--- src/rtl/blind_motor_position_controller_defines.svh ---
// Assertion helpers for the blind motor position controller.
// All checks sample on clk and are off while arst_n is low.
`ifndef BLIND_MOTOR_POSITION_CONTROLLER_DEFINES_SVH
`define BLIND_MOTOR_POSITION_CONTROLLER_DEFINES_SVH

// Same-cycle implication
`define BMPC_ASSERT_NOW(label, ante, cons, msg) \
	label: assert property (@(posedge clk) disable iff (!arst_n) (ante) |-> (cons)) \
		else $error(msg);

// Next-cycle implication
`define BMPC_ASSERT_NEXT(label, ante, cons, msg) \
	label: assert property (@(posedge clk) disable iff (!arst_n) (ante) |=> (cons)) \
		else $error(msg);

`endif

--- src/rtl/bmpc_pkg.sv ---
package bmpc_pkg;

	localparam int ANGLE_W  = 9;
	localparam int RAW_W    = 12;
	localparam int LIMIT_W  = 10;
	localparam int HOME_W   = 16;
	localparam int PROD_W   = 21;
	localparam int IDX_W    = 3;

	localparam int SCALE_MUL = 359;

	// register indexes (byte address / 4)
	localparam logic [IDX_W-1:0] REG_SLACK      = 3'd0;
	localparam logic [IDX_W-1:0] REG_MIN_ANGLE  = 3'd1;
	localparam logic [IDX_W-1:0] REG_MAX_ANGLE  = 3'd2;
	localparam logic [IDX_W-1:0] REG_HOLD_LIMIT = 3'd3;
	localparam logic [IDX_W-1:0] REG_HOME_LIMIT = 3'd4;

	localparam logic [ANGLE_W-1:0] SLACK_RST      = 9'd4;
	localparam logic [ANGLE_W-1:0] MIN_ANGLE_RST  = 9'd200;
	localparam logic [ANGLE_W-1:0] MAX_ANGLE_RST  = 9'd345;
	localparam logic [LIMIT_W-1:0] HOLD_LIMIT_RST = 10'd100;
	localparam logic [LIMIT_W-1:0] HOME_LIMIT_RST = 10'd50;
	localparam logic [ANGLE_W-1:0] ANGLE_MAX_DEG  = 9'd359;

	typedef enum logic [1:0] {
		DRIVE_STOP = 2'd0,
		DRIVE_FWD  = 2'd1,
		DRIVE_BACK = 2'd2
	} drive_t;

	typedef enum logic [1:0] {
		MODE_IDLE   = 2'd0,
		MODE_HOMING = 2'd1,
		MODE_MANUAL = 2'd2
	} mode_t;

	// floor(p / 4095) for p <= 4095*359: (p + (p >> 12) + 1) >> 12
	function automatic logic [ANGLE_W-1:0] div4095(input logic [PROD_W-1:0] p);
		logic [PROD_W-1:0] sum;
		sum = p + (p >> RAW_W) + PROD_W'(1);
		return sum[RAW_W +: ANGLE_W];
	endfunction

endpackage

--- src/rtl/blind_motor_position_controller.sv ---
// Blind motor position controller.
// Input stream (s_axis): one transaction per tick carrying both button
// levels and a 12-bit encoder reading. Output stream (m_axis): exactly one
// result transaction per input with motor drive, target angle, mode and the
// measured angle in degrees (raw*359/4095, truncated).
// APB port: five registers at byte addresses 0,4,8,12,16 (slack, min angle,
// max angle, hold limit, home limit); pready is tied high, writes land on the
// access cycle. Only write config while the stream is drained.
// Pipeline: stage 1 then stage 2 from input transaction to result. Stage 1 holds the
// buttons and the 12x9 scale product; stage 2 does the divide by 4095, the
// button/mode update and the drive choice, and is the output register.
// Throughput: one transaction per cycle while m_axis_tready is high; the mode
// state loop closes in stage 2 so back-to-back ticks never wait on each other.
// Reset (arst_n low): mode idle, direction stopped, counters and angles zero,
// last homing end = max, registers at their defaults, both streams empty.
// Stall: when m_axis_tready is low the result holds; stage 1 still takes one
// more transaction, after which s_axis_tready drops until the result leaves.
module blind_motor_position_controller
	import bmpc_pkg::*;
(
	input  logic        clk,
	input  logic        arst_n,
	// APB
	input  logic        psel,
	input  logic        penable,
	input  logic        pwrite,
	input  logic [4:0]  paddr,
	input  logic [31:0] pwdata,
	output logic [31:0] prdata,
	output logic        pready,
	// input stream
	input  logic        s_axis_tvalid,
	output logic        s_axis_tready,
	// [0] right_pressed, [1] left_pressed, [13:2] raw_angle, [15:14] zero
	input  logic [15:0] s_axis_tdata,
	// result stream
	output logic        m_axis_tvalid,
	input  logic        m_axis_tready,
	// [1:0] motor_drive, [10:2] target_angle, [12:11] control_mode,
	// [21:13] measured_angle, [23:22] zero
	output logic [23:0] m_axis_tdata
);

	`include "blind_motor_position_controller_defines.svh"

	// ------------------------------------------------------------------
	// Config registers
	// ------------------------------------------------------------------
	logic [ANGLE_W-1:0] slack_q, min_angle_q, max_angle_q;
	logic [LIMIT_W-1:0] hold_limit_q, home_limit_q;
	logic               cfg_wr;
	logic [IDX_W-1:0]   cfg_idx;

	assign pready  = 1'b1;
	assign cfg_wr  = psel & penable & pwrite & pready;
	assign cfg_idx = paddr[4:2];

	always_ff @(posedge clk or negedge arst_n) begin
		if (!arst_n) begin
			slack_q      <= SLACK_RST;
			min_angle_q  <= MIN_ANGLE_RST;
			max_angle_q  <= MAX_ANGLE_RST;
			hold_limit_q <= HOLD_LIMIT_RST;
			home_limit_q <= HOME_LIMIT_RST;
		end else if (cfg_wr) begin
			unique case (cfg_idx)
				REG_SLACK:      slack_q      <= pwdata[ANGLE_W-1:0];
				REG_MIN_ANGLE:  min_angle_q  <= pwdata[ANGLE_W-1:0];
				REG_MAX_ANGLE:  max_angle_q  <= pwdata[ANGLE_W-1:0];
				REG_HOLD_LIMIT: hold_limit_q <= pwdata[LIMIT_W-1:0];
				REG_HOME_LIMIT: home_limit_q <= pwdata[LIMIT_W-1:0];
				default: ; // unmapped, ignored
			endcase
		end
	end

	always_comb begin
		unique case (cfg_idx)
			REG_SLACK:      prdata = 32'(slack_q);
			REG_MIN_ANGLE:  prdata = 32'(min_angle_q);
			REG_MAX_ANGLE:  prdata = 32'(max_angle_q);
			REG_HOLD_LIMIT: prdata = 32'(hold_limit_q);
			REG_HOME_LIMIT: prdata = 32'(home_limit_q);
			default:        prdata = '0;
		endcase
	end

	// ------------------------------------------------------------------
	// Flow control: stage 1 -> stage 2 (output register)
	// ------------------------------------------------------------------
	logic v_s1, v_s2;
	logic adv_s2;   // stage 1 item moves into the output register
	logic in_acc;

	assign adv_s2        = v_s1 & (~v_s2 | m_axis_tready);
	assign s_axis_tready = ~v_s1 | adv_s2;
	assign in_acc        = s_axis_tvalid & s_axis_tready;
	assign m_axis_tvalid = v_s2;

	always_ff @(posedge clk or negedge arst_n) begin
		if (!arst_n) begin
			v_s1 <= 1'b0;
			v_s2 <= 1'b0;
		end else begin
			if (in_acc)
				v_s1 <= 1'b1;
			else if (adv_s2)
				v_s1 <= 1'b0;
			if (adv_s2)
				v_s2 <= 1'b1;
			else if (m_axis_tready)
				v_s2 <= 1'b0;
		end
	end

	// ------------------------------------------------------------------
	// Stage 1: capture buttons, scale product raw*359
	// ------------------------------------------------------------------
	logic              right_s1, left_s1;
	logic [PROD_W-1:0] prod_s1;

	always_ff @(posedge clk) begin
		if (in_acc) begin
			right_s1 <= s_axis_tdata[0];
			left_s1  <= s_axis_tdata[1];
			prod_s1  <= PROD_W'(s_axis_tdata[2 +: RAW_W]) * PROD_W'(SCALE_MUL);
		end
	end

	// ------------------------------------------------------------------
	// Controller state
	// ------------------------------------------------------------------
	logic [ANGLE_W-1:0] angle_now_q, angle_goal_q;
	drive_t             move_dir_q;
	mode_t              op_mode_q;
	logic               last_max_q;
	logic [LIMIT_W-1:0] right_hold_q, left_hold_q;
	logic [HOME_W-1:0]  home_hold_q;

	logic [ANGLE_W-1:0] angle_now_d, angle_goal_d, angle_gap;
	drive_t             move_dir_d, drive;
	mode_t              op_mode_d;
	logic               last_max_d;
	logic [LIMIT_W-1:0] right_hold_d, left_hold_d;
	logic [HOME_W-1:0]  home_hold_d;

	// button logic runs on the previous measured angle
	always_comb begin
		angle_goal_d = angle_goal_q;
		move_dir_d   = move_dir_q;
		op_mode_d    = op_mode_q;
		last_max_d   = last_max_q;
		right_hold_d = right_hold_q;
		left_hold_d  = left_hold_q;
		home_hold_d  = home_hold_q;

		priority if (right_s1 && left_s1) begin
			if (op_mode_q != MODE_HOMING &&
			    home_hold_q > HOME_W'(home_limit_q)) begin
				home_hold_d = '0;
				op_mode_d   = MODE_HOMING;
				last_max_d  = ~last_max_q;
				if (last_max_q) begin
					move_dir_d   = DRIVE_BACK;
					angle_goal_d = min_angle_q;
				end else begin
					move_dir_d   = DRIVE_FWD;
					angle_goal_d = max_angle_q;
				end
			end else if (home_hold_q != '1) begin
				home_hold_d = home_hold_q + HOME_W'(1);
			end
		end else if (right_s1) begin
			if (right_hold_q < hold_limit_q) begin
				right_hold_d = right_hold_q + LIMIT_W'(1);
			end else begin
				right_hold_d = '0;
				op_mode_d    = MODE_MANUAL;
				angle_goal_d = max_angle_q;
				move_dir_d   = DRIVE_FWD;
			end
		end else if (left_s1) begin
			if (left_hold_q < hold_limit_q) begin
				left_hold_d = left_hold_q + LIMIT_W'(1);
			end else begin
				left_hold_d  = '0;
				op_mode_d    = MODE_MANUAL;
				angle_goal_d = min_angle_q;
				move_dir_d   = DRIVE_BACK;
			end
		end else begin
			if (op_mode_q == MODE_MANUAL) begin
				// release during manual movement: stop where we are
				right_hold_d = '0;
				left_hold_d  = '0;
				op_mode_d    = MODE_IDLE;
				move_dir_d   = DRIVE_STOP;
				angle_goal_d = angle_now_q;
			end
		end
	end

	// new measured angle and drive choice
	always_comb begin
		angle_now_d = div4095(prod_s1);
		angle_gap = (angle_now_d >= angle_goal_d) ? angle_now_d - angle_goal_d
		                                          : angle_goal_d - angle_now_d;
		priority if (angle_gap <= slack_q)
			drive = DRIVE_STOP;
		else if (move_dir_d == DRIVE_FWD || angle_now_d < min_angle_q)
			drive = DRIVE_FWD;
		else if (move_dir_d == DRIVE_BACK || angle_now_d > max_angle_q)
			drive = DRIVE_BACK;
		else
			drive = DRIVE_STOP;
	end

	always_ff @(posedge clk or negedge arst_n) begin
		if (!arst_n) begin
			angle_now_q  <= '0;
			angle_goal_q <= '0;
			move_dir_q   <= DRIVE_STOP;
			op_mode_q    <= MODE_IDLE;
			last_max_q   <= 1'b1;
			right_hold_q <= '0;
			left_hold_q  <= '0;
			home_hold_q  <= '0;
		end else if (adv_s2) begin
			angle_now_q  <= angle_now_d;
			angle_goal_q <= angle_goal_d;
			move_dir_q   <= move_dir_d;
			op_mode_q    <= op_mode_d;
			last_max_q   <= last_max_d;
			right_hold_q <= right_hold_d;
			left_hold_q  <= left_hold_d;
			home_hold_q  <= home_hold_d;
		end
	end

	// ------------------------------------------------------------------
	// Stage 2: result register
	// ------------------------------------------------------------------
	drive_t             drive_s2;
	logic [ANGLE_W-1:0] target_s2, measured_s2;
	mode_t              mode_s2;

	always_ff @(posedge clk) begin
		if (adv_s2) begin
			drive_s2    <= drive;
			target_s2   <= angle_goal_d;
			mode_s2     <= op_mode_d;
			measured_s2 <= angle_now_d;
		end
	end

	assign m_axis_tdata = {2'b00, measured_s2, mode_s2, target_s2, drive_s2};

	// ------------------------------------------------------------------
	// Assertions
	// ------------------------------------------------------------------
	// idle mode and stopped direction always change together
	`BMPC_ASSERT_NOW(a_idle_dir, 1'b1, (op_mode_q == MODE_IDLE) == (move_dir_q == DRIVE_STOP), "mode/direction mismatch")
	// divide by 4095 never exceeds full scale
	`BMPC_ASSERT_NOW(a_meas_range, v_s2, measured_s2 <= ANGLE_MAX_DEG, "measured angle out of range")
	// controller state only moves when a transaction leaves stage 1
	`BMPC_ASSERT_NEXT(a_state_hold, !adv_s2, $stable(op_mode_q) && $stable(home_hold_q), "state changed without transaction")

endmodule
--- config.mk ---
export PLATFORM = sky130hd
export DESIGN_NAME = blind_motor_position_controller
export DESIGN_NICKNAME = d
export VERILOG_FILES = /design/src/rtl/bmpc_pkg.sv /design/src/rtl/blind_motor_position_controller.sv
export VERILOG_INCLUDE_DIRS = /design/src /design/src/rtl
export SDC_FILE = /design/constraint.sdc
export NUM_CORES = 1
export LEC_CHECK = 0
export BUFFER_PORTS_ARGS = -buffer_cell sky130_fd_sc_hd__clkbuf_2
export CAP_MARGIN = 20
export CORE_MARGIN = 3
export CORE_UTILIZATION = 45
export CTS_CLUSTER_DIAMETER = 200
export DETAILED_ROUTE_END_ITERATION = 10
export PLACE_DENSITY = 0.7
export SYNTH_ARGS = -nofsm -noshare
export SYNTH_HDL_FRONTEND = slang
export SYNTH_SLANG_ARGS = --single-unit
--- constraint.sdc ---
create_clock -name clk -period 7.3 [get_ports clk]
set_input_delay 1.095 -clock clk [delete_from_list [all_inputs] [get_ports clk]]
set_output_delay 1.095 -clock clk [all_outputs]
set_load 0.1 [all_outputs]
## Yosys cells after proc, flatten, opt, wreduce, memory -nomap -nowiden

Cells that the tools add are included.

- $add $sub $neg: 7
- Multiply operators: 1
- Div/mod/pow operators: 0
- Order comparisons: 7
- Equal/unequal tests: 10
- Shift operators: 0
- Muxes and demuxes: 39
- Bitwise operators: 11
- Reduce and logical (&&, ||, !) cells: 20

Operators by type and width:

| cell | count |
|---|---|
| $mux 9 | 9 |
| $mux 10 | 6 |
| $pmux 10 s5 | 1 |
| $mux 16 | 2 |
| $mux 2 | 16 |
| $add 21x1->21 const B | 1 |
| $add 21x9->21 | 1 |
| $mul 12x9->21 const B | 1 |
| $add 10x1->10 const B | 2 |
| $lt 10x10->1 | 2 |
| $sub 9x9->9 | 2 |
| $add 16x1->16 const B | 1 |
| $gt 16x10->1 | 1 |
| $ne 16x16->1 const B | 1 |
| $reduce_and 2->1 | 5 |
| $reduce_bool 2->1 | 5 |
| $ge 9x9->1 | 1 |
| $gt 9x9->1 | 1 |
| $le 9x9->1 | 1 |
| $lt 9x9->1 | 1 |
| $reduce_and 4->1 | 2 |
| $eq 3x2->1 const B | 2 |
| $reduce_and 3->1 | 2 |
| $mux 1 | 5 |
| 13 further kinds | 24 |

- Register bits after elaboration: 153
- Bits in latches: 0
- RAM bits: 0
- ROM bits: 0
- Bits of input ports: 60
- Output and inout port bits: 59
- Memories kept: 0

## Logic depth before layout (Yosys ltp)

- Depth in word-level cells: 9
- Mapped depth: 29
- Mapped depth without buffers: 26

## Worst setup path before layout

Ideal clock, no wire load.

- Kind: reg2reg
- From: reg home_limit_q[5]
- To: reg drive_s2[1] (data pin)
- Arrival: 5.330 ns
- Slack: 1.699 ns
- Stages on the path, launching flop included: 30
- Clock period less this slack: 5.601 ns
- Cell sequence: dfstp_2 inv_1 ha_1 a211o_1 o211ai_1 nand4_2 o211ai_4 buf_6 mux2i_1 mux2i_1 mux2i_4 inv_1 ha_1 buf_4 and4_4 a211o_4 a21oi_4 and2_1 buf_6 mux2i_1 o211ai_2 xnor2_1 ha_1 o21ai_0 a21oi_1 o211ai_1 nand2_1 a21o_1 a21oi_1 nor4_2

- Cells in the longest elaborated chain, start to end: 8
- Elaborated cells between the ends (all ways): 17
- Those cells by class: add/sub: 2; order compare: 3; eq/ne: 2; mux: 6; reduce/logical: 4

Ends and longest elaborated chain:

| element | RTL line | RTL |
|---|---|---|
| start: declaration | blind_motor_position_controller.sv:50 | `logic [LIMIT_W-1:0] hold_limit_q, home_limit_q;` |
| start signal: assignment | blind_motor_position_controller.sv:71 | `REG_HOME_LIMIT: home_limit_q <= pwdata[LIMIT_W-1:0];` |
| $gt 16x10->1 * | blind_motor_position_controller.sv:159 | `home_hold_q > HOME_W'(home_limit_q)) begin` |
| $logic_and 1x1->1 * | blind_motor_position_controller.sv:158 | `if (op_mode_q != MODE_HOMING &&` |
| $mux 9 * | blind_motor_position_controller.sv:158 |  |
| $mux 9 * | blind_motor_position_controller.sv:157 | `priority if (right_s1 && left_s1) begin` |
| via angle_goal_d[6] | blind_motor_position_controller.sv:140 | `logic [ANGLE_W-1:0] angle_now_d, angle_goal_d, angle_gap;` |
| $sub 9x9->9, or another cell as far along | blind_motor_position_controller.sv:207 | `: angle_goal_d - angle_now_d;` |
| $mux 9 * | blind_motor_position_controller.sv:206 | `angle_gap = (angle_now_d >= angle_goal_d) ? angle_now_d - angle_goal_d` |
| $le 9x9->1 * | blind_motor_position_controller.sv:208 | `priority if (angle_gap <= slack_q)` |
| $reduce_or 2->1 (no line) * | -- |  |
| end signal: assignment | blind_motor_position_controller.sv:249 | `drive_s2 <= drive;` |
| end: declaration | blind_motor_position_controller.sv:243 | `drive_t drive_s2;` |

Mark *: on every way through the listed nets, which the timed path passes. The rest lies on a longest branch.
A chain may end at the register's enable or synchronous reset.

## Worst setup path in the final report

- From: reg home_limit_q[5]
- To: reg drive_s2[1] (data pin)

- Cells in the longest elaborated chain, start to end: 8
- Elaborated cells between the ends (all ways): 17
- Those cells by class: add/sub: 2; order compare: 3; eq/ne: 2; mux: 6; reduce/logical: 4

Ends and longest elaborated chain:

| element | RTL line |
|---|---|
| $gt 16x10->1 * | blind_motor_position_controller.sv:159 |
| $logic_and 1x1->1 * | blind_motor_position_controller.sv:158 |
| $mux 9 | blind_motor_position_controller.sv:158 |
| $mux 9 | blind_motor_position_controller.sv:157 |
| $sub 9x9->9, or another cell as far along | blind_motor_position_controller.sv:207 |
| $mux 9 | blind_motor_position_controller.sv:206 |
| $le 9x9->1 | blind_motor_position_controller.sv:208 |
| $reduce_or 2->1 (no line) | -- |

Mark *: on every way between the ends. The rest lies on a longest branch, timed or not.

==> reports/qor.yml <==
status: "finished, final reports clean"
finalPower_mw: 5.42
place_ws_ps: 845
final_nets: 1519
routedWlPerCell_um: 17.7
detailed_place_hpwl_mm: 22.8
routed_wl_mm: 28.8
routabilityCongestion: 0.909
rows: 59
fin_crit_ps: 6530
antenna_found_initial: 0
clk_pin_slew_ps: 60
ys_types: 96
setup-tns-final_ps: 0
whs_ps: 474
synth_xor_area_frac: 0.0359
fin_crit_sh: 0.894
hp-class: "flop to flop"
drive_gt1_frac: 0.162
tightestPinTransition_ps: 961
cts_sinks: 153
fin_ws_ps: 773
synth_flop_cell: "dfrtp_1"
ir_worst_vdd_mv: 0.160
worst-path-max-fanout: 10
setup_violations: 0
track_usage: 0.201
synth-async-reset-ratio: 0.706
numCtsBuffers: 17
syn_area_mm2: 0.0122
synth_most_common_cell: "ha_1"
synth_cells: 1217
grt_max_degree: 63
slew_headroom: 0.357
stdcell_count: 1628
first_pass_iters: 7
seq_area_frac_synth: 0.334
io_buffers: 67
clk_path_buf_depth: 2
fp.dieArea_mm2: 0.0291
ys_warn_count: 0
fmax_mhz: 153
grt_overflow: 0
synth_commonest_cells: "140 x ha_1, 135 x inv_1, 101 x nand2_1, 92 x dfrtp_1, 82 x o21ai_0"
finClkSkew_ps: 9.14
synth_simple_gate_area_frac: 0.125
synth_fa_ha_area_frac: 0.209
core_mm2: 0.0264
insertedDiodeCount: 0
regArea_mm2: 0.00407
cp.arrival_ps: 6680
start_kind: "flop"
dp_cells: 1595
power.density_mw_per_mm2: 407
synth_top_family_by_area: "adder cells"
synthToLayoutAreaGrowth_pct: 9.24
postCtsSetupBuffers: 0
netlist.area_leader.share: 0.189
p_leak_nw: 6.35
multiInputGateArea_mm2: 0.00733
routed_via_density: 5.54
synth_edf_count: 45
cts_tree: "built"
synth_mux_area_frac: 0.0790
drv_slew: 0
drt_iter0_drc: 592
critPathCaptureType: "flop"
root_buffer: "clkbuf_16"
grt_pass1_vias: 8860
yosys.area.top_type: "dfrtp_1"
postCtsHoldBufs: 0
die_x_um: 171
ios: 119
critPathRequiredTime_ps: 7460
synthTopCellsByArea: "dfrtp_1 19%, ha_1 14%, edfxtp_1 11%"
synth_compound_area_frac: 0.145
route.detailed.drc: 0
ys_ff_latch: 153
hold_viol: 0
rsz0062_at_grt: "no"
clk_latency_ps: 430
worstSetupPathType: "flop to flop"
grt_pass1_wl_mm: 46.3
ctsResizeCount: 0
ant_nets: 0
dr_total_vias: 9012
cap_violations: 0
start_util: 0.462
die-height_um: 171
cts_max_level: 4
num-fill-cells: 2424
avgSynthCellArea_um2: 10.0
power breakdown:
part	total [mW]	internal (mW)	leakage (nW)	switching, mW
combinational	3.19	1.23	4.30	1.96
clock	0.855	0.482	0.268	0.373
sequential	1.37	1.18	1.78	0.190
kinds of logic (layout without fill, tap and decap cells):
| kind of cell | after synthesis | count (layout) |
|---|---|---|
| simple gates | 305 | 305 |
| mux | 83 | 83 |
| xor+xnor | 50 | 50 |
| fa+ha+maj | 180 | 180 |
| buf+inv | 192 | 245 |
| compound gates | 252 | 252 |
| flops | 153 | 153 |
| other cells | 2 | 25 |
cell usage in the layout (no fill, tap or decap), types with 24 or more instances in the layout:
| cell type | synthesis | routed |
|---|---|---|
| ha_1 | 140 | 140 |
| inv_1 | 135 | 135 |
| nand2_1 | 101 | 101 |
| dfrtp_1 | 92 | 92 |
| o21ai_0 | 82 | 82 |
| nor2_1 | 69 | 69 |
| clkbuf_2 | 1 | 66 |
| mux2i_1 | 48 | 48 |
| a21oi_1 | 46 | 46 |
| edfxtp_1 | 45 | 45 |
| fa_1 | 39 | 39 |
| nand3_1 | 29 | 29 |
| xor2_1 | 26 | 26 |
| mux2_2 | 25 | 25 |
| conb_1 | 2 | 25 |
| xnor2_1 | 24 | 24 |
critical path: stages, from the launching register on:
cell and delay [ps]:
dfstp_2 530, inv_1 50, ha_1 300, a211o_1 300, o211ai_1 110, nand4_2 180
o211ai_4 560, buf_4 270, mux2i_1 190, mux2i_1 130, mux2i_4 270, ha_1 300
nor2b_1 150, o31a_1 270, o21ai_2 270, and2_1 180, buf_4 190, mux2i_1 290
o211ai_2 160, xnor2_1 250, ha_1 290, o21ai_0 90, a21oi_1 70, o211ai_1 160
nand2_1 80, a21o_1 180, a21oi_1 310, nor4_2 110
per-layer routing:
metal | vias to the layer above | global-route usage | wire length [um]
met2 | 231 | 0.348 | 14200
met5 | - | 0 | 0
met4 | 0 | 0.0561 | 620
li1 | 4354 | - | -
met3 | 46 | 0.0333 | 1420
met1 | 4381 | 0.261 | 12600
through the flow:
step                      utilization  cell area, um^2
final                           0.505            13300
after global routing            0.505            13300
after CTS                       0.505            13300
after detailed placement        0.484            12700
after global placement          0.484            12700
after floorplan                     -            12300
layout make-up:
cell class,count,share of cell area
well taps,335,0.0315
clock buffers,20,0.0336
clock inverters,12,0.00874
flip-flops and latches,153,0.306
multi-input cells,895,0.551
repair buffers,77,0.0310
inverters,136,0.0383
worst paths after layout:
path | to | depth (start not counted) | startpoint | slack, ps
worst max-delay path | drive_s2[1] | 27 | home_limit_q[5] | 770
worst min-delay path | angle_now_q[3] | 2 | angle_now_q[3] | 470
worst max register to register | drive_s2[1] | 27 | home_limit_q[5] | 770
worst min register to register | angle_now_q[3] | 2 | angle_now_q[3] | 470
max in group asynchronous | home_hold_q[7] | 2 | arst_n | 5380
min in group asynchronous | angle_now_q[6] | 1 | arst_n | 750
state kept, by name, summed over array words and instances, names as in the netlist, 2 cells and up:
signal / count
slack_q: 9
hold_limit_q: 10
op_mode_q: 2
left_hold_q: 10
measured_s2: 9
mode_s2: 2
max_angle_q: 9
min_angle_q: 9
target_s2: 9
prod_s1: 21
home_limit_q: 10
angle_now_q: 9
right_hold_q: 10
home_hold_q: 16
move_dir_q: 2
angle_goal_q: 9
drive_s2: 2
Power figures use the tool's default switching activity.
